File: config.mk
export PLATFORM = sky130hd
export DESIGN_NAME = multi_entry_software_timer_table
export DESIGN_NICKNAME = d
export VERILOG_FILES = /design/src/design/tmt_pkg.sv /design/src/design/tmt_cell.sv /design/src/design/multi_entry_software_timer_table.sv
export SDC_FILE = /design/constraint.sdc
export NUM_CORES = 1
export LEC_CHECK = 0
export ABC_AREA = 1
export ABC_CLOCK_PERIOD_IN_PS = 3000
export BUFFER_PORTS_ARGS = -buffer_cell sky130_fd_sc_hd__buf_2
export CAP_MARGIN = 25
export CORE_ASPECT_RATIO = 2
export CORE_MARGIN = 2
export CORE_UTILIZATION = 30
export CTS_CLUSTER_SIZE = 40
export DETAILED_ROUTE_END_ITERATION = 16
export GPL_TIMING_DRIVEN = 0
export SYNTH_ARGS = -nofsm -noshare
export SYNTH_HDL_FRONTEND = slang
export SYNTH_SLANG_ARGS = --single-unit
File: constraint.sdc
create_clock -name clk -period 3 [get_ports clk]
set_clock_uncertainty 0.05 [all_clocks]
set_input_delay 0.15 -clock clk [delete_from_list [all_inputs] [get_ports clk]]
set_output_delay 0.15 -clock clk [all_outputs]
set_load 0.05 [all_outputs]
File: src/design/tmt_pkg.sv
// Timer table package: transfer payload structs, command/result codes and
// the control and status bundles passed between the top level and its cells.
// No dependencies.
`default_nettype none

package tmt_pkg;

	localparam int HANDLE_W = 6;

	localparam logic [1:0] CMD_TICK   = 2'd0;
	localparam logic [1:0] CMD_SCHED  = 2'd1;
	localparam logic [1:0] CMD_CANCEL = 2'd2;
	localparam logic [1:0] CMD_CLEAR  = 2'd3;

	localparam logic [1:0] KIND_SCHED  = 2'd0;
	localparam logic [1:0] KIND_FIRE   = 2'd1;
	localparam logic [1:0] KIND_CANCEL = 2'd2;

	localparam logic [1:0] ST_OK      = 2'd0;
	localparam logic [1:0] ST_ERR     = 2'd1;
	localparam logic [1:0] ST_IGNORED = 2'd2;

	typedef struct packed {
		logic [1:0] cmd;
		logic [7:0] period_ticks;
		logic [7:0] repeat_count;
		logic [7:0] callback_tag;
		logic [7:0] cancel_handle;
	} tmt_cmd_t;

	typedef struct packed {
		logic [1:0]          kind;
		logic [1:0]          status;
		logic [HANDLE_W-1:0] handle;
		logic [7:0]          tag;
		logic [6:0]          active_count;
		logic                last;
	} tmt_res_t;

	typedef enum logic [2:0] {
		CELL_IDLE,
		CELL_TICK,
		CELL_CLAIM,
		CELL_LOAD,
		CELL_FREE,
		CELL_FREE_ALL
	} cell_op_t;

	typedef struct packed {
		cell_op_t            op;
		logic                step;
		logic                flush;
		logic [HANDLE_W-1:0] idx;
		logic [7:0]          per;
		logic [7:0]          rep;
		logic [7:0]          tag;
	} cell_ctl_t;

	typedef struct packed {
		logic       free;
		logic       due;
		logic       rep_one;
		logic [7:0] tag;
	} cell_stat_t;

endpackage

`default_nettype wire

File: src/design/tmt_cell.sv
// One timer slot of the table plus its stage of the scan token chain.
// Depends on tmt_pkg.
`default_nettype none

module tmt_cell #(
	parameter int IDX = 0
) (
	input  wire                 clk,
	input  wire                 arst_n,
	input  tmt_pkg::cell_ctl_t  ctl,
	input  wire                 tok_in,
	output logic                tok,
	output tmt_pkg::cell_stat_t stat
);
	import tmt_pkg::*;

	logic [7:0] per_q;
	logic [7:0] rem_q;
	logic [7:0] rep_q;
	logic [7:0] tag_q;
	logic       tok_q;
	logic       act;
	logic       hit;
	logic       free;

	assign free = (per_q == 8'd0);
	assign act  = tok_q && ctl.step;
	assign hit  = (ctl.idx == HANDLE_W'(IDX));
	assign tok  = tok_q;

	assign stat.free    = free;
	assign stat.due     = !free && (rem_q == 8'd1);
	assign stat.rep_one = (rep_q == 8'd1);
	assign stat.tag     = tag_q;

	always_ff @(posedge clk or negedge arst_n) begin
		if (!arst_n) begin
			tok_q <= 1'b0;
			per_q <= 8'd0;
		end else begin
			if (ctl.flush)
				tok_q <= 1'b0;
			else if (ctl.step)
				tok_q <= tok_in;
			case (ctl.op)
				CELL_TICK: begin
					if (act && !free && rem_q == 8'd1 && rep_q == 8'd1)
						per_q <= 8'd0;
				end
				CELL_CLAIM: begin
					if (act && free)
						per_q <= ctl.per;
				end
				CELL_LOAD: begin
					if (hit)
						per_q <= ctl.per;
				end
				CELL_FREE: begin
					if (hit)
						per_q <= 8'd0;
				end
				CELL_FREE_ALL: per_q <= 8'd0;
				default: ;
			endcase
		end
	end

	always_ff @(posedge clk) begin
		case (ctl.op)
			CELL_TICK: begin
				if (act && !free) begin
					if (rem_q != 8'd1) begin
						rem_q <= rem_q - 8'd1;
					end else if (rep_q != 8'd1) begin
						rem_q <= per_q;
						if (rep_q > 8'd1)
							rep_q <= rep_q - 8'd1;
					end else begin
						rem_q <= 8'd0;
					end
				end
			end
			CELL_CLAIM: begin
				if (act && free) begin
					rem_q <= ctl.per;
					rep_q <= ctl.rep;
					tag_q <= ctl.tag;
				end
			end
			CELL_LOAD: begin
				if (hit) begin
					rem_q <= ctl.per;
					rep_q <= ctl.rep;
					tag_q <= ctl.tag;
				end
			end
			default: ;
		endcase
	end

endmodule

`default_nettype wire

File: src/design/multi_entry_software_timer_table.sv
// Timer table top level: command decode, scan sequencing and result register
// around a chain of tmt_cell slots.
// Depends on tmt_pkg and tmt_cell.
//
// Usage. Commands arrive on cmd_valid/cmd_stall/cmd_data, one transfer per
// command; results leave on res_valid/res_stall/res_data. A cancel, a
// cancel-all, a refused schedule or a schedule that lands on the slot numbered
// by the active count gives exactly one result, loaded into the result
// register from the decide state once the output is not held by res_stall.
// Any other schedule first scans the chain for the lowest free slot and
// claims it. A tick runs a scan token along the slot chain, one slot per
// cycle, holding the token in every cycle in which a fired slot's result
// waits for the output register. Fire results appear in ascending slot
// order, the final one carrying last; a tick with nothing due gives no
// result. One command is in work at a time: cmd_stall is high from the
// transfer until its work is done. The result register keeps its contents
// while res_stall is high, and the next command is still taken meanwhile.
// Reset frees every slot and zeroes the active count; no clearing pass is
// needed.
`default_nettype none

module multi_entry_software_timer_table #(
	parameter int TABLE_SIZE = 8
) (
	input  wire               clk,
	input  wire               arst_n,
	input  wire               cmd_valid,
	output logic              cmd_stall,
	input  tmt_pkg::tmt_cmd_t cmd_data,
	output logic              res_valid,
	input  wire               res_stall,
	output tmt_pkg::tmt_res_t res_data
);
	import tmt_pkg::*;

	localparam int AW = $clog2(TABLE_SIZE + 1);

	typedef enum logic [1:0] {
		S_IDLE,
		S_DECIDE,
		S_WALK_T,
		S_WALK_S
	} state_t;

	state_t          state_q, state_n;
	tmt_cmd_t        item_q;
	tmt_res_t        res_q, res_n;
	logic            res_vld_q;
	logic            res_ld;
	logic [AW-1:0]   act_q, act_n;
	logic [TABLE_SIZE-1:0] pend_q, pend_n;

	cell_ctl_t       ctl;
	logic            launch;
	logic [TABLE_SIZE:0]   tok_chain;
	logic [TABLE_SIZE-1:0] tokvec;
	logic [TABLE_SIZE-1:0] free_vec;
	logic [TABLE_SIZE-1:0] due_vec;
	cell_stat_t      stat [TABLE_SIZE];

	logic                tok_fire;
	logic                tok_free;
	logic                tok_rep1;
	logic [HANDLE_W-1:0] tok_idx;
	logic [7:0]          tok_tag;
	logic                free_at_act;
	logic                hit_h;
	logic                out_free;

	assign tok_chain[0] = launch;

	for (genvar g = 0; g < TABLE_SIZE; g++) begin : g_cell
		tmt_cell #(.IDX(g)) u_cell (
			.clk    (clk),
			.arst_n (arst_n),
			.ctl    (ctl),
			.tok_in (tok_chain[g]),
			.tok    (tok_chain[g+1]),
			.stat   (stat[g])
		);
		assign tokvec[g]   = tok_chain[g+1];
		assign free_vec[g] = stat[g].free;
		assign due_vec[g]  = stat[g].due;
	end

	always_comb begin
		tok_idx     = '0;
		tok_tag     = '0;
		tok_rep1    = 1'b0;
		free_at_act = 1'b0;
		hit_h       = 1'b0;
		for (int i = 0; i < TABLE_SIZE; i++) begin
			if (tokvec[i]) begin
				tok_idx  = tok_idx | HANDLE_W'(i);
				tok_tag  = tok_tag | stat[i].tag;
				tok_rep1 = tok_rep1 | stat[i].rep_one;
			end
			if (free_vec[i] && act_q == AW'(i))
				free_at_act = 1'b1;
			if (!free_vec[i] && item_q.cancel_handle == 8'(i))
				hit_h = 1'b1;
		end
	end

	assign tok_fire  = |(tokvec & due_vec);
	assign tok_free  = |(tokvec & free_vec);
	assign out_free  = !res_vld_q || !res_stall;
	assign cmd_stall = (state_q != S_IDLE);
	assign res_valid = res_vld_q;
	assign res_data  = res_q;

	always_comb begin
		state_n   = state_q;
		act_n     = act_q;
		pend_n    = pend_q;
		launch    = 1'b0;
		res_ld    = 1'b0;
		res_n     = '0;
		ctl.op    = CELL_IDLE;
		ctl.step  = 1'b0;
		ctl.flush = 1'b0;
		ctl.idx   = '0;
		ctl.per   = item_q.period_ticks;
		ctl.rep   = item_q.repeat_count;
		ctl.tag   = item_q.callback_tag;
		res_n.last = 1'b1;

		unique case (state_q)
			S_IDLE: begin
				if (cmd_valid)
					state_n = S_DECIDE;
			end
			S_DECIDE: begin
				unique case (item_q.cmd)
					CMD_TICK: begin
						launch   = 1'b1;
						ctl.step = 1'b1;
						pend_n   = due_vec;
						state_n  = S_WALK_T;
					end
					CMD_SCHED: begin
						if (out_free) begin
							res_n.kind = KIND_SCHED;
							if (item_q.period_ticks == 8'd0 ||
							    act_q == AW'(TABLE_SIZE)) begin
								res_ld       = 1'b1;
								res_n.status = ST_ERR;
								state_n      = S_IDLE;
							end else if (act_q == '0 || free_at_act) begin
								ctl.op       = CELL_LOAD;
								ctl.idx      = HANDLE_W'(act_q);
								act_n        = act_q + 1'b1;
								res_ld       = 1'b1;
								res_n.status = ST_OK;
								res_n.handle = HANDLE_W'(act_q);
								state_n      = S_IDLE;
							end else begin
								launch   = 1'b1;
								ctl.step = 1'b1;
								state_n  = S_WALK_S;
							end
						end
					end
					CMD_CANCEL: begin
						if (out_free) begin
							res_ld     = 1'b1;
							res_n.kind = KIND_CANCEL;
							state_n    = S_IDLE;
							if ({1'b0, item_q.cancel_handle} < 9'(TABLE_SIZE) &&
							    act_q != '0 && hit_h) begin
								ctl.op       = CELL_FREE;
								ctl.idx      = HANDLE_W'(item_q.cancel_handle);
								act_n        = act_q - 1'b1;
								res_n.status = ST_OK;
							end else begin
								res_n.status = ST_IGNORED;
							end
						end
					end
					CMD_CLEAR: begin
						if (out_free) begin
							ctl.op       = CELL_FREE_ALL;
							act_n        = '0;
							res_ld       = 1'b1;
							res_n.kind   = KIND_CANCEL;
							res_n.status = ST_OK;
							state_n      = S_IDLE;
						end
					end
					default: ;
				endcase
			end
			S_WALK_T: begin
				ctl.op   = CELL_TICK;
				ctl.step = !tok_fire || out_free;
				if (ctl.step) begin
					pend_n = pend_q & ~tokvec;
					if (tok_fire) begin
						if (tok_rep1 && act_q != '0)
							act_n = act_q - 1'b1;
						res_ld       = 1'b1;
						res_n.kind   = KIND_FIRE;
						res_n.status = ST_OK;
						res_n.handle = tok_idx;
						res_n.tag    = tok_tag;
						res_n.last   = ((pend_q & ~tokvec) == '0);
					end
					if (tokvec[TABLE_SIZE-1])
						state_n = S_IDLE;
				end
			end
			S_WALK_S: begin
				ctl.op   = CELL_CLAIM;
				ctl.step = out_free;
				res_n.kind = KIND_SCHED;
				if (out_free) begin
					if (tok_free) begin
						ctl.flush    = 1'b1;
						act_n        = act_q + 1'b1;
						res_ld       = 1'b1;
						res_n.status = ST_OK;
						res_n.handle = tok_idx;
						state_n      = S_IDLE;
					end else if (tokvec[TABLE_SIZE-1]) begin
						res_ld       = 1'b1;
						res_n.status = ST_ERR;
						state_n      = S_IDLE;
					end
				end
			end
			default: state_n = S_IDLE;
		endcase
		res_n.active_count = 7'(act_n);
	end

	always_ff @(posedge clk or negedge arst_n) begin
		if (!arst_n) begin
			state_q   <= S_IDLE;
			res_vld_q <= 1'b0;
			act_q     <= '0;
			pend_q    <= '0;
		end else begin
			state_q <= state_n;
			act_q   <= act_n;
			pend_q  <= pend_n;
			if (res_ld)
				res_vld_q <= 1'b1;
			else if (!res_stall)
				res_vld_q <= 1'b0;
		end
	end

	always_ff @(posedge clk) begin
		if (state_q == S_IDLE && cmd_valid)
			item_q <= cmd_data;
		if (res_ld)
			res_q <= res_n;
	end

	a_tok_onehot: assert property (@(posedge clk) disable iff (!arst_n)
		$onehot0(tokvec))
		else $error("scan token duplicated");

	a_count_match: assert property (@(posedge clk) disable iff (!arst_n)
		$countones(~free_vec) == int'(act_q))
		else $error("active count out of step with occupied slots");

	a_tok_in_walk: assert property (@(posedge clk) disable iff (!arst_n)
		(|tokvec) |-> (state_q == S_WALK_T || state_q == S_WALK_S))
		else $error("scan token outside a walk");

	a_no_overwrite: assert property (@(posedge clk) disable iff (!arst_n)
		(res_vld_q && res_stall) |-> !res_ld)
		else $error("result register overwritten while held");

endmodule

`default_nettype wire

==> flow_metrics.env <==
export IMPL_run_status="finished with violations"
export IMPL_failed_checks="setup timing"
export IMPL_maximum_number_of_pins_on_one_net_before_global_route_repair=65
export IMPL_timing_critical_path_required_ns=3.27
export IMPL_die_area_um2=62730
export IMPL_worst_setup_path_type="flip-flop to flip-flop"
export IMPL_core_area_um2=59910
export IMPL_io_pin_count=66
export IMPL_met3_length_um=2915
export IMPL_synth_area_leaders="sky130_fd_sc_hd__edfxtp_1, sky130_fd_sc_hd__dfrtp_1, sky130_fd_sc_hd__nand2_1"
export IMPL_hold_slack_ns=0.02623
export IMPL_synth_top_cell_area_share=0.4078
export IMPL_commonest_cells_in_the_netlist="sky130_fd_sc_hd__nand2_1, sky130_fd_sc_hd__edfxtp_1, sky130_fd_sc_hd__inv_1"
export IMPL_final_std_cell_area_no_fill_um2=23150
export IMPL_post_route_period_util=1.071
export IMPL_grt_setup_unrepaired="true"
export IMPL_floorplan_die_width_um=178.1
export IMPL_end_kind="flip-flop"
export IMPL_number_of_fill_cells=5852
export IMPL_cts_sink_count=334
export IMPL_timing_final_hold_violations=0
export IMPL_ys_dominant_reg_cell="sky130_fd_sc_hd__edfxtp_1"
export IMPL_path_clk_slew_ns=0.08
export IMPL_drt_pass1_iter_count=6
export IMPL_synth_edf_count=247
export IMPL_grt_total_usage=0.2065
export IMPL_detail_route_wirelength_met1_um=20440
export IMPL_route_vias_total=15650
export IMPL_drt_iter0_markers=1115
export IMPL_synth_sequential_area_ratio=0.5275
export IMPL_critPathLaunchType="flip-flop"
export IMPL_highest_clock_frequency_the_design_can_meet_ghz=0.3114
export IMPL_met2_length_um=34320
export IMPL_clk_insertion_delay_late_ns=0.62
export IMPL_dominant_cell_type_by_area_after_synthesis="sky130_fd_sc_hd__edfxtp_1"
export IMPL_arrival_time_at_the_worst_endpoint_ns=3.48
export IMPL_yosysWarningCount=0
export IMPL_detail_route_drc_violations=0
export IMPL_total_leakage_power_nw=9.769
export IMPL_h_tree_depth=1
export IMPL_utilization=0.3865
export IMPL_antenna_found_initial=0
export IMPL_maxSlewViolCount=0
export IMPL_report_final_setup_viol=213
export IMPL_wire_length_of_the_first_global_routing_pass_um=96070
export IMPL_place_hpwl_um=47380
export IMPL_total_routed_wirelength_um=65320
export IMPL_cp_common_cell="sky130_fd_sc_hd__nand2_2"
export IMPL_maxUsedRoutingLayer="met4"
export IMPL_route_detailed_wl_per_inst_um=21.22
export IMPL_antenna_cells=0
export IMPL_root_buffer="sky130_fd_sc_hd__clkbuf_16"
export IMPL_area_used_by_multi_input_combinational_logic_um2=8414
export IMPL_fin_crit_ns=3.212
export IMPL_timing_critical_path_from="g_cell[3].u_cell.per_q[6]"
export IMPL_grt_overflow_total=0
export IMPL_synth_avg_cell_area_um2=8.956
export IMPL_peak_vdd_ir_uv=765.4
export IMPL_gpl_final_weighted_congestion=0.9666
export IMPL_nets_final=2362
export IMPL_start_util=0.3036
export IMPL_post_layout_total_power_mw=27.43
export IMPL_ys_async_sr_fraction=0.2605
export IMPL_crit_path_leading_delay_family="simple AND/OR/NAND/NOR gates"
export IMPL_ctsLongestPathBuffers=3
export IMPL_rows=127
export IMPL_powerDensity_nw_per_um2=1185
export IMPL_crit_slowest_cell="sky130_fd_sc_hd__dfrtp_1"
export IMPL_flow_area_growth_from_synthesis_pct=27.30
export IMPL_netlist_instances=2031
export IMPL_post_synth_top_count_cell="sky130_fd_sc_hd__nand2_1"
export IMPL_min_path_type="primary input to async pin"
export IMPL_clock_tree_from_tritoncts="yes"
export IMPL_io_buffers=60
export IMPL_cts_inserted_buffers=29
export IMPL_register_bit_total_from_synthesis=334
export IMPL_placed_cell_area_um2=19670
export IMPL_drv_max_cap_violation_count=0
export IMPL_worstPathMaxFanout=6
export IMPL_die_span_in_y_um=352.2
export IMPL_critical_path_cell_chain="nor2_2 > nand2_2 > nor2_4 > buf_12 > nand2_4 > nand2_2 > nand2_2 > nand2_2 > inv_2 > nand2_4 > ha_4 > nand4_1 > buf_4 > a21oi_2 > nand3_2 > nand2_2 > nand2_4 > nor3b_4 > buf_6"
export IMPL_first_global_vias=16070
export IMPL_tightest_slew_ns=0.9321
export IMPL_drt_vias_per_instance=5.083
export IMPL_layout_drive_gt1_share=0.2075
export IMPL_critical_path_reg2reg_startpoint="g_cell[3].u_cell.per_q[6]"
export IMPL_timing_critical_path_buf_inv=4
export IMPL_cpPeakStageDelay_ns=0.39
export IMPL_area_sequential_um2=9597
export IMPL_postRouteAntennaNets=0
export IMPL_synthesis_area_um2=18190
export IMPL_ys_types=54
export IMPL_layout_setup_ws_ns=-0.2117
export IMPL_worst_slew_margin_rel=0.3786
## sequential cells by signal, summed over array words and instances (netlist names), 2 cells and up
| name | flops |
|---|---|
| g_cell.u_cell.per_q | 64 |
| g_cell.u_cell.rem_q | 64 |
| g_cell.u_cell.rep_q | 64 |
| g_cell.u_cell.tag_q | 64 |
| ctl | 24 |
| res_data | 21 |
| item_q | 10 |
| g_cell.u_cell.tok | 8 |
| pend_q | 8 |
| act_q | 4 |
| state_q | 2 |
## routing by layer
metal / global-route usage / up-vias
li1: - / 7338
met1: 0.1891 / 7482
met2: 0.3837 / 563
met3: 0.02350 / 262
met4: 0.1938 / 0
met5: 0 / -
## per-stage QoR
step | std cells | TNS (ns) | worst slack, ns
6_report | 3078 | -20.11 | -0.2117
5_1_grt | 3078 | -42.93 | -0.2791
4_1_cts | 3058 | -1.825 | -0.05046
3_5_place_dp | 2882 | -240.17 | -1.012
3_3_place_gp | 2870 | -335.01 | -1.573
2_1_floorplan | 2036 | -2.934 | -0.1834
## final timing paths
check / to / slack [ns] / cells past startpoint
setup reg to reg: g_cell[1].u_cell.rem_q[0] / -0.21 / 19
min in group clk: ctl[16] / 0.04 / 3
hold reg to reg: g_cell[6].u_cell.per_q[4] / 0.45 / 2
hold / removal: g_cell[1].u_cell.per_q[1] / 0.03 / 3
setup / recovery: g_cell[1].u_cell.rem_q[0] / -0.21 / 19
max in group asynchronous: res_valid / 2.47 / 3
## cell usage in the layout (no fill, tap or decap), types with 15 or more instances in the layout
cell type	n
sky130_fd_sc_hd__inv_2	15
sky130_fd_sc_hd__ha_1	39
sky130_fd_sc_hd__o21ai_0	134
sky130_fd_sc_hd__nand4_1	26
sky130_fd_sc_hd__a21oi_1	47
sky130_fd_sc_hd__edfxtp_1	247
sky130_fd_sc_hd__nor2_2	25
sky130_fd_sc_hd__nand2_4	20
sky130_fd_sc_hd__nor2_1	148
sky130_fd_sc_hd__buf_4	86
sky130_fd_sc_hd__inv_1	185
sky130_fd_sc_hd__buf_12	31
sky130_fd_sc_hd__nor2_4	45
sky130_fd_sc_hd__dfrtp_1	85
sky130_fd_sc_hd__xnor2_1	54
sky130_fd_sc_hd__dlygate4sd3_1	35
sky130_fd_sc_hd__nor3_1	26
sky130_fd_sc_hd__clkbuf_16	29
sky130_fd_sc_hd__xor2_1	17
sky130_fd_sc_hd__clkbuf_1	28
sky130_fd_sc_hd__buf_2	64
sky130_fd_sc_hd__o22ai_1	22
sky130_fd_sc_hd__o21bai_1	32
sky130_fd_sc_hd__nand2_2	33
sky130_fd_sc_hd__nand2_1	520
sky130_fd_sc_hd__nand3_1	95
## worst register-to-register path, cell delays in order, from the launching register on
cell and delay (ns):
sky130_fd_sc_hd__dfrtp_1 0.39, sky130_fd_sc_hd__nor2_2 0.12, sky130_fd_sc_hd__nand2_2 0.12, sky130_fd_sc_hd__nor2_4 0.19, sky130_fd_sc_hd__buf_12 0.14, sky130_fd_sc_hd__nand2_4 0.04, sky130_fd_sc_hd__nand2_2 0.08, sky130_fd_sc_hd__nand2_2 0.05
sky130_fd_sc_hd__nand2_2 0.09, sky130_fd_sc_hd__inv_2 0.05, sky130_fd_sc_hd__nand2_4 0.09, sky130_fd_sc_hd__ha_4 0.13, sky130_fd_sc_hd__nand4_1 0.22, sky130_fd_sc_hd__buf_4 0.24, sky130_fd_sc_hd__a21oi_2 0.16, sky130_fd_sc_hd__nand3_2 0.11
sky130_fd_sc_hd__nand2_2 0.11, sky130_fd_sc_hd__nand2_4 0.09, sky130_fd_sc_hd__nor3b_4 0.27, sky130_fd_sc_hd__buf_6 0.18
## logic make-up after synthesis
group / Yosys count / synth area share
compound gates: 324 / 0.1058
xor+xnor: 71 / 0.03419
fa+ha+maj: 42 / 0.02889
buf+inv: 266 / 0.06026
flops: 334 / 0.5275
mux: 1 / 0.0005503
other cells: 1 / 0.0002062
simple gates: 992 / 0.2426
## final cells by class
cell class | count | area share
Multi-Input combinational cell | 1441 | 0.3634
Buffer | 54 | 0.01562
Timing Repair Buffer | 211 | 0.08576
Clock inverter | 16 | 0.009187
Clock buffer | 37 | 0.03394
Tap cell | 774 | 0.04183
Inverter | 211 | 0.03577
Sequential cell | 334 | 0.4145
## where the power goes
group	switching, mW	internal (mW)
Combinational	9.33	5.23
Clock	1.85	2.22
Sequential	1.17	7.63
## timing repair
| item | CTS | global route |
|---|---|---|
| setup buffers | 86 | 18 |
| gates resized for setup | 175 | 72 |
| endpoints found under the setup margin | 414 | 389 |
| hold endpoints to repair | 121 | 0 |
| pin swaps | 65 | 51 |
| gates cloned | 2 | 4 |
| hold buffers | 36 | 0 |
No activity file was read; power rests on OpenSTA's default activity.
